[src/wsb_pkg.sv]
`default_nettype none

package wsb_pkg;

   // field widths
   localparam int WIDTH_W     = 16;
   localparam int TIME_W      = 16;
   localparam int CMD_W       = 2;
   localparam int CSR_INDEX_W = 1;

   // command codes carried in req_tuser
   localparam logic [CMD_W-1:0] CMD_LEFT  = 2'd0;
   localparam logic [CMD_W-1:0] CMD_RIGHT = 2'd1;
   localparam logic [CMD_W-1:0] CMD_TICK  = 2'd2;

   // register indexes
   localparam logic [CSR_INDEX_W-1:0] CSR_WIDTH_MAX = 1'd0;
   localparam logic [CSR_INDEX_W-1:0] CSR_WIDTH_MIN = 1'd1;

   // reset values
   localparam logic [WIDTH_W-1:0] WIDTH_MAX_RESET = 16'h3000;
   localparam logic [WIDTH_W-1:0] WIDTH_MIN_RESET = 16'h1000;
   localparam logic [WIDTH_W-1:0] PULSE_RESET     = 16'h2000;

   // pair of wheel pulse widths
   typedef struct packed {
      logic [WIDTH_W-1:0] left;
      logic [WIDTH_W-1:0] right;
   } pulse_pair_type;

   // limits applied by the correction
   typedef struct packed {
      logic [WIDTH_W-1:0] max;
      logic [WIDTH_W-1:0] min;
   } limits_type;

endpackage

`default_nettype wire

[src/wsb_correct.sv]
`default_nettype none

// Tick correction: raise the width of the wheel with the shorter period by the
// period difference, lower the other (not below 0); over max sets max and min.
module wsb_correct (
   input  wire logic [wsb_pkg::TIME_W-1:0] left_period,
   input  wire logic [wsb_pkg::TIME_W-1:0] right_period,
   input  wire wsb_pkg::pulse_pair_type     pulse_cur,
   input  wire wsb_pkg::limits_type         limits,
   output wsb_pkg::pulse_pair_type          pulse_new,
   output logic                             changed
);

   logic                         raise_left;
   logic [wsb_pkg::WIDTH_W-1:0]  corr;
   logic [wsb_pkg::WIDTH_W-1:0]  up_cur;
   logic [wsb_pkg::WIDTH_W-1:0]  down_cur;
   logic [wsb_pkg::WIDTH_W:0]    sum;
   logic [wsb_pkg::WIDTH_W-1:0]  up_new;
   logic [wsb_pkg::WIDTH_W-1:0]  down_new;

   // pick direction and magnitude
   always_comb begin
      raise_left = right_period > left_period;
      changed    = right_period != left_period;
      corr       = raise_left ? (right_period - left_period) : (left_period - right_period);
      up_cur     = raise_left ? pulse_cur.left  : pulse_cur.right;
      down_cur   = raise_left ? pulse_cur.right : pulse_cur.left;
   end

   // full precision sum, saturating subtract
   always_comb begin
      sum = {1'b0, up_cur} + {1'b0, corr};
      if (sum > {1'b0, limits.max}) begin
         up_new   = limits.max;
         down_new = limits.min;
      end else begin
         up_new   = sum[wsb_pkg::WIDTH_W-1:0];
         down_new = (down_cur > corr) ? (down_cur - corr) : '0;
      end
   end

   // map back to wheels; equal periods keep both widths
   always_comb begin
      if (!changed) begin
         pulse_new = pulse_cur;
      end else if (raise_left) begin
         pulse_new.left  = up_new;
         pulse_new.right = down_new;
      end else begin
         pulse_new.left  = down_new;
         pulse_new.right = up_new;
      end
   end

endmodule

`default_nettype wire

[src/wheel_speed_balancer.sv]
`default_nettype none

// Channel  Dir  Signals                              Contents
// req      in   req_tvalid/tready/tdata/tuser        tdata: capture_time, tuser: cmd
// rsp      out  rsp_tvalid/tready/tdata/tuser        tdata: left_width, right_width,
//                                                    tuser: widths_changed
// csr      in   csr_valid/ready/index/data           width_max (0), width_min (1)
//
// One word per cycle sustained while rsp is not stalled; rsp_tvalid rises after a word
// passes the input register, then the result register. Period and width state is
// updated as a word moves from the input register into the result register, so the
// next word sees it at once. A stalled rsp holds both stages; req_tready drops only
// when both are full and rsp is stalled. Reset is synchronous and returns widths,
// periods, times and limits to their defaults.
module wheel_speed_balancer (
   input  wire logic                                clock,
   input  wire logic                                reset,
   input  wire logic                                req_tvalid,
   output logic                                     req_tready,
   input  wire logic [wsb_pkg::TIME_W-1:0]          req_tdata,   // [15:0] capture_time
   input  wire logic [wsb_pkg::CMD_W-1:0]           req_tuser,   // [1:0] cmd
   output logic                                     rsp_tvalid,
   input  wire logic                                rsp_tready,
   output logic [2*wsb_pkg::WIDTH_W-1:0]            rsp_tdata,   // [15:0] left_width,
                                                                 // [31:16] right_width
   output logic                                     rsp_tuser,   // [0] widths_changed
   input  wire logic                                csr_valid,
   output logic                                     csr_ready,
   input  wire logic [wsb_pkg::CSR_INDEX_W-1:0]     csr_index,
   input  wire logic [wsb_pkg::WIDTH_W-1:0]         csr_data
);

   // input stage
   logic                          in_valid_ff;
   logic [wsb_pkg::CMD_W-1:0]     in_cmd_ff;
   logic [wsb_pkg::TIME_W-1:0]    in_time_ff;

   // result stage
   logic                          out_valid_ff;
   wsb_pkg::pulse_pair_type       out_pulse_ff;
   logic                          out_changed_ff;

   // block state
   wsb_pkg::limits_type           limits_ff;
   logic [wsb_pkg::TIME_W-1:0]    last_left_ff,  last_left_in;
   logic [wsb_pkg::TIME_W-1:0]    last_right_ff, last_right_in;
   logic [wsb_pkg::TIME_W-1:0]    left_period_ff,  left_period_in;
   logic [wsb_pkg::TIME_W-1:0]    right_period_ff, right_period_in;
   wsb_pkg::pulse_pair_type       pulse_ff, pulse_in;
   logic                          changed_in;

   wsb_pkg::pulse_pair_type       pulse_tick;
   logic                          changed_tick;
   logic                          advance;

   assign advance    = in_valid_ff && (!out_valid_ff || rsp_tready);
   assign req_tready = !in_valid_ff || advance;
   assign csr_ready  = 1'b1;

   assign rsp_tvalid = out_valid_ff;
   assign rsp_tdata  = {out_pulse_ff.right, out_pulse_ff.left};
   assign rsp_tuser  = out_changed_ff;

   wsb_correct u_correct (
      .left_period  (left_period_ff),
      .right_period (right_period_ff),
      .pulse_cur    (pulse_ff),
      .limits       (limits_ff),
      .pulse_new    (pulse_tick),
      .changed      (changed_tick)
   );

   // per command state update
   always_comb begin
      last_left_in    = last_left_ff;
      last_right_in   = last_right_ff;
      left_period_in  = left_period_ff;
      right_period_in = right_period_ff;
      pulse_in        = pulse_ff;
      changed_in      = 1'b0;
      case (in_cmd_ff)
         wsb_pkg::CMD_LEFT: begin
            left_period_in = in_time_ff - last_left_ff;
            last_left_in   = in_time_ff;
         end
         wsb_pkg::CMD_RIGHT: begin
            right_period_in = in_time_ff - last_right_ff;
            last_right_in   = in_time_ff;
         end
         wsb_pkg::CMD_TICK: begin
            pulse_in   = pulse_tick;
            changed_in = changed_tick;
         end
         default: begin
            // unused code: report current widths
         end
      endcase
   end

   // control and state registers
   always_ff @(posedge clock) begin
      if (reset) begin
         in_valid_ff     <= 1'b0;
         out_valid_ff    <= 1'b0;
         limits_ff.max   <= wsb_pkg::WIDTH_MAX_RESET;
         limits_ff.min   <= wsb_pkg::WIDTH_MIN_RESET;
         last_left_ff    <= '0;
         last_right_ff   <= '0;
         left_period_ff  <= '0;
         right_period_ff <= '0;
         pulse_ff.left   <= wsb_pkg::PULSE_RESET;
         pulse_ff.right  <= wsb_pkg::PULSE_RESET;
      end else begin
         if (req_tready) begin
            in_valid_ff <= req_tvalid;
         end
         if (advance) begin
            out_valid_ff    <= 1'b1;
            last_left_ff    <= last_left_in;
            last_right_ff   <= last_right_in;
            left_period_ff  <= left_period_in;
            right_period_ff <= right_period_in;
            pulse_ff        <= pulse_in;
         end else if (rsp_tready) begin
            out_valid_ff <= 1'b0;
         end
         if (csr_valid && csr_ready) begin
            case (csr_index)
               wsb_pkg::CSR_WIDTH_MAX: limits_ff.max <= csr_data;
               wsb_pkg::CSR_WIDTH_MIN: limits_ff.min <= csr_data;
               default: begin
               end
            endcase
         end
      end
   end

   // payload registers
   always_ff @(posedge clock) begin
      if (req_tvalid && req_tready) begin
         in_cmd_ff  <= req_tuser;
         in_time_ff <= req_tdata;
      end
      if (advance) begin
         out_pulse_ff   <= pulse_in;
         out_changed_ff <= changed_in;
      end
   end

endmodule

`default_nettype wire
[config.mk]
export PLATFORM = sky130hd
export DESIGN_NAME = wheel_speed_balancer
export DESIGN_NICKNAME = d
export VERILOG_FILES = /design/src/wsb_pkg.sv /design/src/wsb_correct.sv /design/src/wheel_speed_balancer.sv
export SDC_FILE = /design/constraint.sdc
export NUM_CORES = 1
export LEC_CHECK = 0
export CORE_MARGIN = 3
export CORE_UTILIZATION = 43
export CTS_CLUSTER_DIAMETER = 120
export DETAILED_ROUTE_END_ITERATION = 16
export DONT_BUFFER_PORTS = 1
export SLEW_MARGIN = 10
export SYNTH_ARGS = -nofsm -noshare
export SYNTH_HDL_FRONTEND = slang
export SYNTH_SLANG_ARGS = --single-unit
[constraint.sdc]
create_clock -name clock -period 7.2 [get_ports clock]
set_clock_uncertainty 0.15 [all_clocks]
set_input_delay 0.36 -clock clock [delete_from_list [all_inputs] [get_ports clock]]
set_output_delay 0.36 -clock clock [all_outputs]
set_load 0.02 [all_outputs]
---- Word level (Yosys, flattened, before mapping) ----
Cells that the tools add are included.
word-level totals
  logic and storage cells ................. 51
  flip-flop bits (word level) ............. 181
  output and inout bits ................... 36
  input port bits ......................... 40
cells by class
  reduce and logical (&&, ||, !) cells .... 12
  equality and inequality tests ........... 3
  bitwise operators ....................... 1
  magnitude comparators ................... 3
  multiplexer cells ....................... 11
  add/subtract/negate cells ............... 6
operators with widths
  kind                                            count
  two-way mux 16 bit                              6
  two-way mux 32 bit                              3
  subtractor 16 bit                               5
  greater-than comparator 16 bit                  2
  adder 16 x 16 -> 17 bit                         1
  greater-than comparator 17 x 16 -> 1 bit        1
  inequality test 16 bit                          1
  AND reduction 2 bit                             4
  == test 2 x 1 -> 1 bit (second input constant)  1
  == test 2 bit (second input constant)           1
  logical AND 1 bit                               2
  logical NOT 1 bit                               2
  logical NOT 2 bit                               1
  logical OR 1 bit                                2
  two-way mux 1 bit                               2
  nonzero test 2 bit                              1
  NOT 1 bit                                       1

---- Logic depth before layout (Yosys ltp) ----
Gate-level depths: netlist of the first run.
  word-level depth ........................ 8
  depth in mapped cells ................... 33
  mapped depth without buffers ............ 30

---- Cells and area by module ----
A second synthesis of the first run with hierarchy kept.
unflattened totals
  cell total of the unflattened synthesis .. 1744
  area total of the unflattened synthesis .. 13464.2 sq um
by module, submodules not included
  module                cells each  sequential area each (sq um)  instances  area an instance (sq um)
  wheel_speed_balancer  871         4134.0                        1          7953.9
  wsb_correct           873         0.0                           1          5510.3

---- Worst setup path before layout of the first run ----
No wires, ideal clock.
  kind .................................... reg2reg
  start point ............................. register left_period_ff[9] (netlist name)
  end point ............................... register out_pulse_ff, in the netlist rsp_tdata[15] (data pin)
  library setup time ...................... 0.256 ns
  cell stages (with the launch flop) ...... 32
  data required time ...................... 6.794 ns
  arrival ................................. 6.492 ns
  clock period less this slack ............ 6.898 ns
  path buffers ............................ 6
  slack ................................... 0.302 ns
  cells stage by stage .................... dfxtp_1 > inv_1 > ha_1 > buf_4 > nand2_4 > or3_4 > nor4_1 > a21oi_1 > buf_2 > buf_1 > clkbuf_1 > nand2_1 > nand2_1 > ha_1 > fa_1 > a211oi_1 > o21ai_0 > o311a_1 > nor2_1 > nor3_1 > a311oi_1 > ha_1 > a2111oi_0 > nor3b_1 > nand4_1 > nand3_1 > nand3_1 > buf_2 > buf_2 > mux2i_1 > a21oi_1 > a22o_1
RTL lines
  element                   line                         RTL
  start: declaration        wheel_speed_balancer.sv:47   logic [wsb_pkg::TIME_W-1:0] left_period_ff, left_period_in;
  start signal: assignment  wheel_speed_balancer.sv:121  left_period_ff <= left_period_in;
  end signal: assignment    wheel_speed_balancer.sv:145  out_pulse_ff <= pulse_in;
  end: declaration          wheel_speed_balancer.sv:40   wsb_pkg::pulse_pair_type out_pulse_ff;

==> flow_summary.ini, run 1 <==
[yosys]
synth_edf_count = 51
yosys_warnings = 0
synth-xor-area-share_pct = 4.802
netlist_instances = 1536
synthArstFlopShare_pct = 0
syn-num-nets = 1691
synth_seq_cells = 181
synth_top_family_by_area = compound AO/OA/AOI/OAI gates
synth-simple-area-share_pct = 18.03
synth_compound_area_share_pct = 19.90
synthMuxAreaShare_pct = 6.104
avgSynthCellArea_um2 = 8.074
synthAdderAreaFrac_pct = 11.97
ys_seq_area_share_pct = 33.33
synthesis.area_mm2 = 0.01240
dominantRegCellSynth = dfxtp_1
yosysUniqueCellTypes = 70

[placed_design]
routabilityCongestion = 0.9589
port_buffers = 0
dpl.hpwl_mm = 26.68
dpl.cell_count = 1878

[sta]
fmax_ghz = 0.1451
rsz0062_at_grt = yes
finalHoldViolCount = 0
slew_violations = 0
holdWs_ns = 0.07741
period_minus_slack_ns = 6.893
finalCritPeriodShare_pct = 95.74
worst_slew_pin_slew_ns = 1.066
finalSetupViolCount = 0
relSlewSlack_pct = 28.69

[die]
start_util_pct = 44.16
chipWidth_um = 175.8
fp.dieArea_mm2 = 0.03092
io_pins = 76
num_rows = 61
core_area_mm2 = 0.02809
chipHeight_um = 175.8

[power_and_ir_drop]
power.density_mw_per_mm2 = 328.5
irDropWorstVdd_mv = 0.3570
leakagePower_uw = 0.005548

[drt]
drt-vias-per-instance = 5.471
firstDrtPassIters = 6
route.detailed.drc = 0
avgRoutedWirePerCell_um = 17.90
ant_nets = 0
route.vias.total = 10660
first_iter_violations = 932
wl_mm = 34.87

[global_route]
grt_pass1_wl_mm = 54.77
grt_remaining_overflow = 0
grt_pass1_vias = 9903
antenna_found_initial = 2
grt_max_degree = 105
gr-usage-all-layers_pct = 22.47

[hold_path]
hold_start = reset
hold_path.class = input pin to register

[final_layout]
post-route-util_pct = 49.91
final_cells = 1948
synthToLayoutAreaGrowth_pct = 13.03
layout-drive-gt1-share_pct = 8.859
layout.nets = 1711

[critical_path]
worstReg2RegEnd = rsp_tdata[4]$_DFFE_PP_
path_common_cell = ha_1
r2r_cells = 29
r2r_start = left_period_ff[9]$_SDFFE_PP0P_
cp-start-kind = register
arrival_ns = 6.98
slowest_stage = or4_4
worstSetupStartpoint = left_period_ff[9]$_SDFFE_PP0P_
crit_path_max_fanout = 12
reg2reg_slack_ns = 0.31
critPathMaxStageDelay_ns = 0.56
critPathCaptureType = register
crit_path_end = rsp_tdata[4]$_DFFE_PP_
path_class = register to register
crit_required_ns = 7.29

[clock_network]
root_buffer = clkbuf_16
clockBufferDepth = 2
cts_setup_buffers = 0
cts_tree = built
cts-htree-levels = 4
cts_buffers = 17
clkLatencyLatePin_ns = 0.45
cts_sinks = 181
clk_pin_slew_ns = 0.09

[flow_run]
maxCapViolations = 0

[run_status]
status = finished clean
-- worst min path at each step --
stage / endpoint / cells past startpoint
global route: pulse_ff[27]$_SDFFE_PP0P_ / 3
global placement: last_left_ff[8]$_SDFFE_PP0P_ / 2
floorplan: limits_ff[0]$_SDFFE_PP0P_ / 2
detailed placement: last_right_ff[8]$_SDFFE_PP0P_ / 1
CTS: limits_ff[20]$_SDFFE_PP0P_ / 4
finish: pulse_ff[27]$_SDFFE_PP0P_ / 3
-- sequential cells by signal (all words and copies together) (netlist names) --
register / flops
in_cmd_ff: 2
in_time_ff: 16
in_valid_ff: 1
last_left_ff: 16
last_right_ff: 16
left_period_ff: 16
limits_ff: 32
pulse_ff: 32
right_period_ff: 16
rsp_tdata: 32
rsp_tuser: 1
rsp_tvalid: 1
-- worst max-delay path, delay by kind of cell, from the launching register on --
family	cells	cell delay, ns
buf+inv	5	0.84
flops	1	0.35
xor+xnor	2	0.42
compound gates	8	1.46
fa+ha+maj	3	0.99
simple gates	8	1.74
mux	3	0.73
-- area by class of cell --
cell class / instances / area, um^2
Antenna cell: 1 / 2.502
Clock buffer: 18 / 450.4
Multi-Input combinational cell: 1172 / 7662
Tap cell: 378 / 473.0
Sequential cell: 181 / 4134
Fill cell: 2753 / 14070
Timing Repair Buffer: 74 / 710.7
Inverter: 110 / 412.9
Clock inverter: 14 / 172.7
-- cell usage after synthesis (25+ instances only) --
library cell / number / area share (%)
dfxtp_1: 130 / 21
a21o_1: 25 / 1.5
mux2_2: 29 / 2.6
nand2_1: 338 / 10
nor2_1: 65 / 2.0
mux2i_1: 43 / 3.5
ha_1: 109 / 11
clkbuf_1: 46 / 1.4
inv_1: 110 / 3.3
edfxtp_1: 51 / 12
a21oi_1: 154 / 6.2
xor2_1: 27 / 1.9
o21ai_0: 73 / 2.9
xnor2_1: 41 / 2.9
-- kinds of logic (layout without fill, tap and decap cells) --
logic type,Yosys count,in the layout
other cells,1,2
xor+xnor,68,68
flops,181,181
mux,72,72
compound gates,393,393
buf+inv,183,216
fa+ha+maj,115,115
simple gates,523,523
-- timing repair --
| action | 4_1_cts | 5_1_grt |
|---|---|---|
| pin swaps | 0 | 1 |
| setup endpoints to repair | 20 | 64 |
| hold buffers | 37 | 0 |
| hold endpoints to repair | 122 | 0 |
| gates cloned | 0 | 0 |
| gates resized for setup | 3 | 18 |
-- metrics by stage --
step / setup WS [ns] / power (uW) / cell area, um^2 / TNS (ns)
after floorplan: 0.3022 / 2910 / 12400 / 0
after global placement: -0.02980 / 3501 / 12900 / -0.02980
after detailed placement: -0.2187 / 3521 / 12900 / -0.8200
after CTS: 0.02402 / 4555 / 13920 / 0
after global routing: -0.06050 / 4891 / 14020 / -0.3597
final: 0.3067 / 4605 / 14020 / 0
-- where the power goes --
part,switching (uW),internal [uW],total [uW]
registers,60.7,1110,1170
clock network,489,495,984
logic,1430,1020,2450
-- routing by layer --
| metal | wire, um | share of wire (%) | GRT usage, % | vias to the layer above |
|---|---|---|---|---|
| li1 | - | - | - | 5355 |
| met3 | 1971 | 5.7 | 4.540 | 31 |
| met4 | 607 | 1.7 | 6.104 | 2 |
| met1 | 16820 | 48 | 31.60 | 4986 |
| met5 | 13 | 0.037 | 0 | - |
| met2 | 15460 | 44 | 35.18 | 284 |
-- cell usage in the layout, fill, tap and decap left out, types with 7 or more instances in the layout --
cell and n:
a211oi_1 16, a21o_1 25, a21oi_1 153, a22o_1 13
a31oi_1 11, buf_4 32, clkbuf_16 18, dfxtp_1 130
dlygate4sd3_1 36, edfxtp_1 51, ha_1 109, inv_1 110
mux2_2 29, mux2i_1 40, nand2_1 338, nand2b_1 12
nand3_1 23, nand4_1 7, nor2_1 65, nor2b_1 13
nor3_1 22, o211ai_1 13, o21a_1 22, o21ai_0 70
o31a_1 8, o31ai_1 10, or3_1 7, xnor2_1 39
xor2_1 27
Note: power is estimated with default switching activity, not from simulation.
==> inputs of run 2 (changes only) <==
--- a/config.mk
+++ b/config.mk
@@ -5,9 +5,11 @@
 export SDC_FILE = /design/constraint.sdc
 export NUM_CORES = 1
 export LEC_CHECK = 0
+export ABC_AREA = 1
 export CORE_MARGIN = 3
-export CORE_UTILIZATION = 43
+export CORE_UTILIZATION = 35
 export CTS_CLUSTER_DIAMETER = 120
+export CTS_CLUSTER_SIZE = 40
 export DETAILED_ROUTE_END_ITERATION = 16
 export DONT_BUFFER_PORTS = 1
 export SLEW_MARGIN = 10
==> flow_summary.ini, run 2 <==
[placed_design]
routabilityCongestion = 0.9545
port_buffers = 0
dpl.hpwl_mm = 30.85
place_area_mm2 = 0.01347

[final_layout]
layout.nets = 2001
final_area_mm2 = 0.01445
synthToLayoutAreaGrowth_pct = 10.59
fill_cells = 3802
layout_common_cells = 328 x nand2_1, 276 x inv_1, 205 x a21oi_1
antenna_cells = 0
layout-drive-gt1-share_pct = 5.594
final_common_cell = nand2_1

[critical_path]
cp-start-kind = register
path_common_cell = nand2_1
path_class = register to register
crit_path_max_fanout = 97
cp_top_family = simple AND/OR/NAND/NOR gates
critPathCaptureType = register
crit_required_ns = 7.47
r2r_start = right_period_ff[0]$_SDFFE_PP0P_
slowest_stage = ha_1
cp_num_buf_inv = 6
arrival_ns = 6.69
r2r_cells = 35
critPathMaxStageDelay_ns = 0.45
worstReg2RegEnd = pulse_ff[26]$_SDFFE_PP0P_
reg2reg_slack_ns = 0.77

[yosys]
yosys.area.top_type = dfxtp_1
yosys_warnings = 0
synthesis.area_mm2 = 0.01307
netlist.area_leader.share_pct = 19.92
synth_edf_count = 51
synthTopCellsByCount = 328 x nand2_1, 276 x inv_1, 205 x a21oi_1, 196 x nand3_1, 146 x o21ai_0
synth_seq_cells = 181
yosysMostFrequentCell = nand2_1
ys_seq_area_share_pct = 31.64
ys_top_cells_by_area = dfxtp_1 20%, edfxtp_1 12%, ha_1 10%
netlist_instances = 1842
avgSynthCellArea_um2 = 7.094
syn-num-nets = 1997
yosysUniqueCellTypes = 47
synthArstFlopShare_pct = 0
dominantRegCellSynth = dfxtp_1

[clock_network]
cts_sinks = 181
root_buffer = clkbuf_16
cts_setup_buffers = 0
postCtsHoldBufs = 37
clockBufferDepth = 2
clkLatencyLatePin_ns = 0.47
cts_resized = 0
clk_pin_slew_ns = 0.07
cts-htree-levels = 4
cts_tree = built
cts_buffers = 17

[die]
chipWidth_um = 199.2
io_pins = 76
start_util_pct = 35.61
fp.dieArea_mm2 = 0.03969
num_rows = 70
chipHeight_um = 199.2
core_area_mm2 = 0.03670

[power_and_ir_drop]
irDropWorstVdd_mv = 0.3386
power.density_mw_per_mm2 = 375.5
leakagePower_uw = 0.006920

[hold_path]
whs_endpoint = limits_ff[28]$_SDFFE_PP1P_
hold_start = csr_index
hold_path.class = input pin to register
hold_path_depth = 2

[sta]
finalSetupViolCount = 0
slew_violations = 0
finalCritPeriodShare_pct = 89.25
relSlewSlack_pct = 22.23
finalHoldViolCount = 0
fmax_ghz = 0.1556
finalSetupTns_ns = 0
worst_slew_pin_slew_ns = 1.165
rsz0062_at_grt = no
holdWs_ns = 0.07727
period_minus_slack_ns = 6.426

[drt]
firstDrtPassIters = 5
wl_mm = 40.26
ant_nets = 0
route.detailed.drc = 0
drt-vias-per-instance = 5.128
first_iter_violations = 705
avgRoutedWirePerCell_um = 17.30
route.vias.total = 11930

[global_route]
grt_pass1_vias = 11520
gr-usage-all-layers_pct = 20.68
busiest_layer = met2
grtUsageMet2_pct = 36.67
grt_remaining_overflow = 0
use_met1_pct = 24.83
grt_max_degree = 98
grt_pass1_wl_mm = 63.21
antenna_found_initial = 0
grt_util_met3_pct = 3.119

[run_status]
status = finished clean

[flow_run]
maxCapViolations = 0
run 2: cell types whose count changed after synthesis, sizes merged, moves of 20 or more:
cell,previous run,this run
nand3,24,219
mux2,29,0
inv,110,282
a21oi,156,208
o21ai,76,164
o21a,22,2
mux2i,43,1
xnor2,41,15
nor2,66,95
xor2,27,58
run 2: worst reg2reg max path, delay by kind of cell, from the launching register on:
kind	cells	cell delay [ns]
adders and majority gates	4	1.34
buffers and inverters	6	0.89
and+or+nand+nor	17	1.88
DFF	1	0.34
AOI/OAI and AO/OA	7	1.44
xor gates and xnor gates	1	0.31
run 2: metal layers:
metal  part of all wire [%]  vias to the layer above
li1                       -                     6110
met1                     43                     5494
met2                     50                      260
met3                    3.3                       68
met4                    4.1                        0
met5                      0                        -
run 2: area by class of cell:
type | instances | area (um^2) | share of cell area, %
inverter | 284 | 1066 | 7.377
multi-input combinational | 1305 | 7526 | 52.08
tap | 468 | 585.6 | 4.052
clock buffer | 20 | 500.5 | 3.463
clock inverter | 12 | 88.84 | 0.6147
sequential | 181 | 4134 | 28.61
timing repair buffer | 57 | 550.5 | 3.810
run 2: through the flow:
stage / worst slack [ns] / total power [uW] / utilization (%) / std cells
6_report: 0.7738 / 5426 / 39.38 / 2327
4_1_cts: 0.8488 / 5443 / 39.38 / 2327
5_1_grt: 0.3850 / 5838 / 39.38 / 2327
2_1_floorplan: 2.151 / 3553 / - / 1842
3_3_place_gp: 0.8623 / 4422 / 36.72 / 2258
3_5_place_dp: 0.8828 / 4445 / 36.72 / 2258
run 2: how the worst max path moves through the flow:
stage                                          startpoint                        end  slack (ns)  depth (start not counted)
after floorplan           right_period_ff[0]$_SDFFE_PP0P_     rsp_tdata[3]$_DFFE_PP_        2.15                         36
after global placement    right_period_ff[0]$_SDFFE_PP0P_  pulse_ff[26]$_SDFFE_PP0P_        0.86                         36
after detailed placement  right_period_ff[0]$_SDFFE_PP0P_  pulse_ff[26]$_SDFFE_PP0P_        0.88                         36
after CTS                 right_period_ff[0]$_SDFFE_PP0P_  pulse_ff[26]$_SDFFE_PP0P_        0.85                         37
after global routing      right_period_ff[0]$_SDFFE_PP0P_  pulse_ff[10]$_SDFFE_PP0P_        0.38                         37
final                     right_period_ff[0]$_SDFFE_PP0P_  pulse_ff[26]$_SDFFE_PP0P_        0.77                         35
run 2: power by group:
part	switching (uW)	leakage, uW	internal (uW)	total, uW
registers	71.0	0.00156	1130	1200
logic	2230	0.00507	1040	3270
clock network	445	0.000293	507	951
run 2: logic make-up (layout without fill, tap and decap cells):
family	after synthesis	after routing	share of synthesized area, %
buffers and inverters	356	373	10.77
flip-flops	181	181	31.64
AND/OR/NAND/NOR	689	689	23.71
other	1	1	0.02870
XOR/XNOR	73	73	4.893
AO/OA/AOI/OAI	426	426	17.53
adder cells (fa/ha/maj)	115	115	11.36
multiplexers	1	1	0.07660
==> inputs of run 3 (changes only) <==
--- a/config.mk
+++ b/config.mk
@@ -5,7 +5,8 @@
 export SDC_FILE = /design/constraint.sdc
 export NUM_CORES = 1
 export LEC_CHECK = 0
-export ABC_AREA = 1
+export ABC_AREA = 0
+export CAP_MARGIN = 20
 export CORE_MARGIN = 3
 export CORE_UTILIZATION = 35
 export CTS_CLUSTER_DIAMETER = 120
==> constraint.sdc (replaced) <==
create_clock -name clock -period 7.7 [get_ports clock]
set_clock_uncertainty 0.15 [all_clocks]
set_input_delay 0.385 -clock clock [delete_from_list [all_inputs] [get_ports clock]]
set_output_delay 0.385 -clock clock [all_outputs]
set_load 0.02 [all_outputs]
==> flow_summary.ini, run 3 (synthesis gave the netlist of run 1 again) <==
[run_status]
status = finished clean

[hold_path]
hold_path.class = input pin to register
hold_path_depth = 3

[critical_path]
cp-start-kind = register
crit_path_max_fanout = 38
cp_top_family = compound AO/OA/AOI/OAI gates
worst-path-stages = 27
path_common_cell = ha_1
critPathMaxStageDelay_ns = 0.48
critPathCaptureType = register
path_class = register to register
r2r_cells = 27
arrival_ns = 7.39
reg2reg_slack_ns = 0.45
crit_required_ns = 7.84
slowest_stage = a2111oi_1
cp_num_buf_inv = 2

[final_layout]
layout.nets = 1703
final_cells = 2017
layout-drive-gt1-share_pct = 7.816
final_common_cell = nand2_1
layout_common_cells = 338 x nand2_1, 153 x a21oi_1, 130 x dfxtp_1
synthToLayoutAreaGrowth_pct = 12.69
final_area_mm2 = 0.01398
post-route-util_pct = 40.26
fill_cells = 3539

[global_route]
grt_max_degree = 105
grt_pass1_vias = 10260
grt_remaining_overflow = 0
grt_pass1_wl_mm = 55.26
antenna_found_initial = 2
gr-usage-all-layers_pct = 18.18

[sta]
setup_ws_ns = 0.4501
worst_slew_pin_slew_ns = 1.009
finalCritPeriodShare_pct = 94.15
finalHoldViolCount = 0
finalSetupViolCount = 0
relSlewSlack_pct = 32.50
slew_violations = 0
period_minus_slack_ns = 7.250
fmax_ghz = 0.1379

[power_and_ir_drop]
power.density_mw_per_mm2 = 302.2
irDropWorstVdd_mv = 0.4227
leakagePower_uw = 0.005488
total_power_uw = 4224

[clock_network]
clockBufferDepth = 2
cts-htree-levels = 4
cts_sinks = 181
cts_buffers = 17
root_buffer = clkbuf_16
clk_pin_slew_ns = 0.08
cts_tree = built
clkLatencyLatePin_ns = 0.45

[placed_design]
routabilityCongestion = 0.9515
dpl.hpwl_mm = 26.56
place_ws_ns = 0.3329
port_buffers = 0
place_area_mm2 = 0.01291
dpl.cell_count = 1944

[die]
core_area_mm2 = 0.03471
chipWidth_um = 194.2
start_util_pct = 35.73
fp.dieArea_mm2 = 0.03773
chipHeight_um = 194.2
io_pins = 76
num_rows = 68

[drt]
drt-vias-per-instance = 5.275
first_iter_violations = 776
ant_nets = 0
route.vias.total = 10640
wl_mm = 35.25
avgRoutedWirePerCell_um = 17.48
firstDrtPassIters = 5
route.detailed.drc = 0

[flow_run]
maxCapViolations = 0
-- run 3: changes by cell type in the layout (fill, tap and decap cells not counted), moves of 16 or more --
cell     previous run  this run
o21a_1              2        22
xor2_1             58        27
mux2_2              0        29
nand3_2            23         1
mux2i_1             1        40
nand3_1           196        23
a21oi_1           205       153
xnor2_1            15        41
inv_1             276       110
o21ai_1            18         2
nor2_1             92        65
o21ai_0           146        73
-- run 3: where the power goes --
| part | switching (uW) | internal (uW) | leakage, uW | total, uW |
|---|---|---|---|---|
| registers | 56.7 | 1040 | 0.00154 | 1090 |
| logic | 1320 | 928 | 0.00366 | 2250 |
| clock network | 419 | 462 | 0.000291 | 881 |
| total | 1800 | 2430 | 0.00549 | 4220 |
-- run 3: path summary, 6_finish.rpt --
kind	startpoint	endpoint
worst max-delay path	left_period_ff[12]$_SDFFE_PP0P_	rsp_tdata[27]$_DFFE_PP_
worst min-delay path	csr_index	limits_ff[21]$_SDFFE_PP0P_
worst max register to register	left_period_ff[12]$_SDFFE_PP0P_	rsp_tdata[27]$_DFFE_PP_
worst min register to register	last_right_ff[7]$_SDFFE_PP0P_	last_right_ff[7]$_SDFFE_PP0P_
-- run 3: through the flow --
step	TNS [ns]	hold slack (ns)
2_1_floorplan	0	0.2860
3_3_place_gp	0	0.2880
3_5_place_dp	0	0.2936
4_1_cts	0	0.009929
5_1_grt	-0.04343	0.02435
6_report	0	0.02858
-- run 3: per-layer routing --
metal	global-route usage [%]	vias up	share of wire (%)
met1	24.67	4970	47
met3	2.989	37	5.2
met5	0	-	0.037
met4	4.947	2	2.2
met2	30.07	286	46
li1	-	5345	-
-- run 3: cell type report --
cell class | instances | area [um^2] | area share (%)
Multi-Input combinational cell | 1172 | 7596 | 54.35
Sequential cell | 181 | 4134 | 29.58
Timing Repair Buffer | 66 | 668.1 | 4.781
Tap cell | 455 | 569.3 | 4.073
Clock buffer | 20 | 478.0 | 3.420
Inverter | 110 | 412.9 | 2.954
Clock inverter | 12 | 115.1 | 0.8236
Antenna cell | 1 | 2.502 | 0.01791
-- run 3: what timing repair did --
action / CTS / global route
endpoints found under the setup margin: 0 / 53
buffers inserted: 0 / 1
endpoints found under the hold margin: 122 / 0
hold buffers: 37 / 0
gates resized for setup: 0 / 6
-- run 3: worst min-delay path, stage by stage --
cell	delay, ns
nor2b_1	0.06
nand2_1	0.07
a21oi_1	0.06
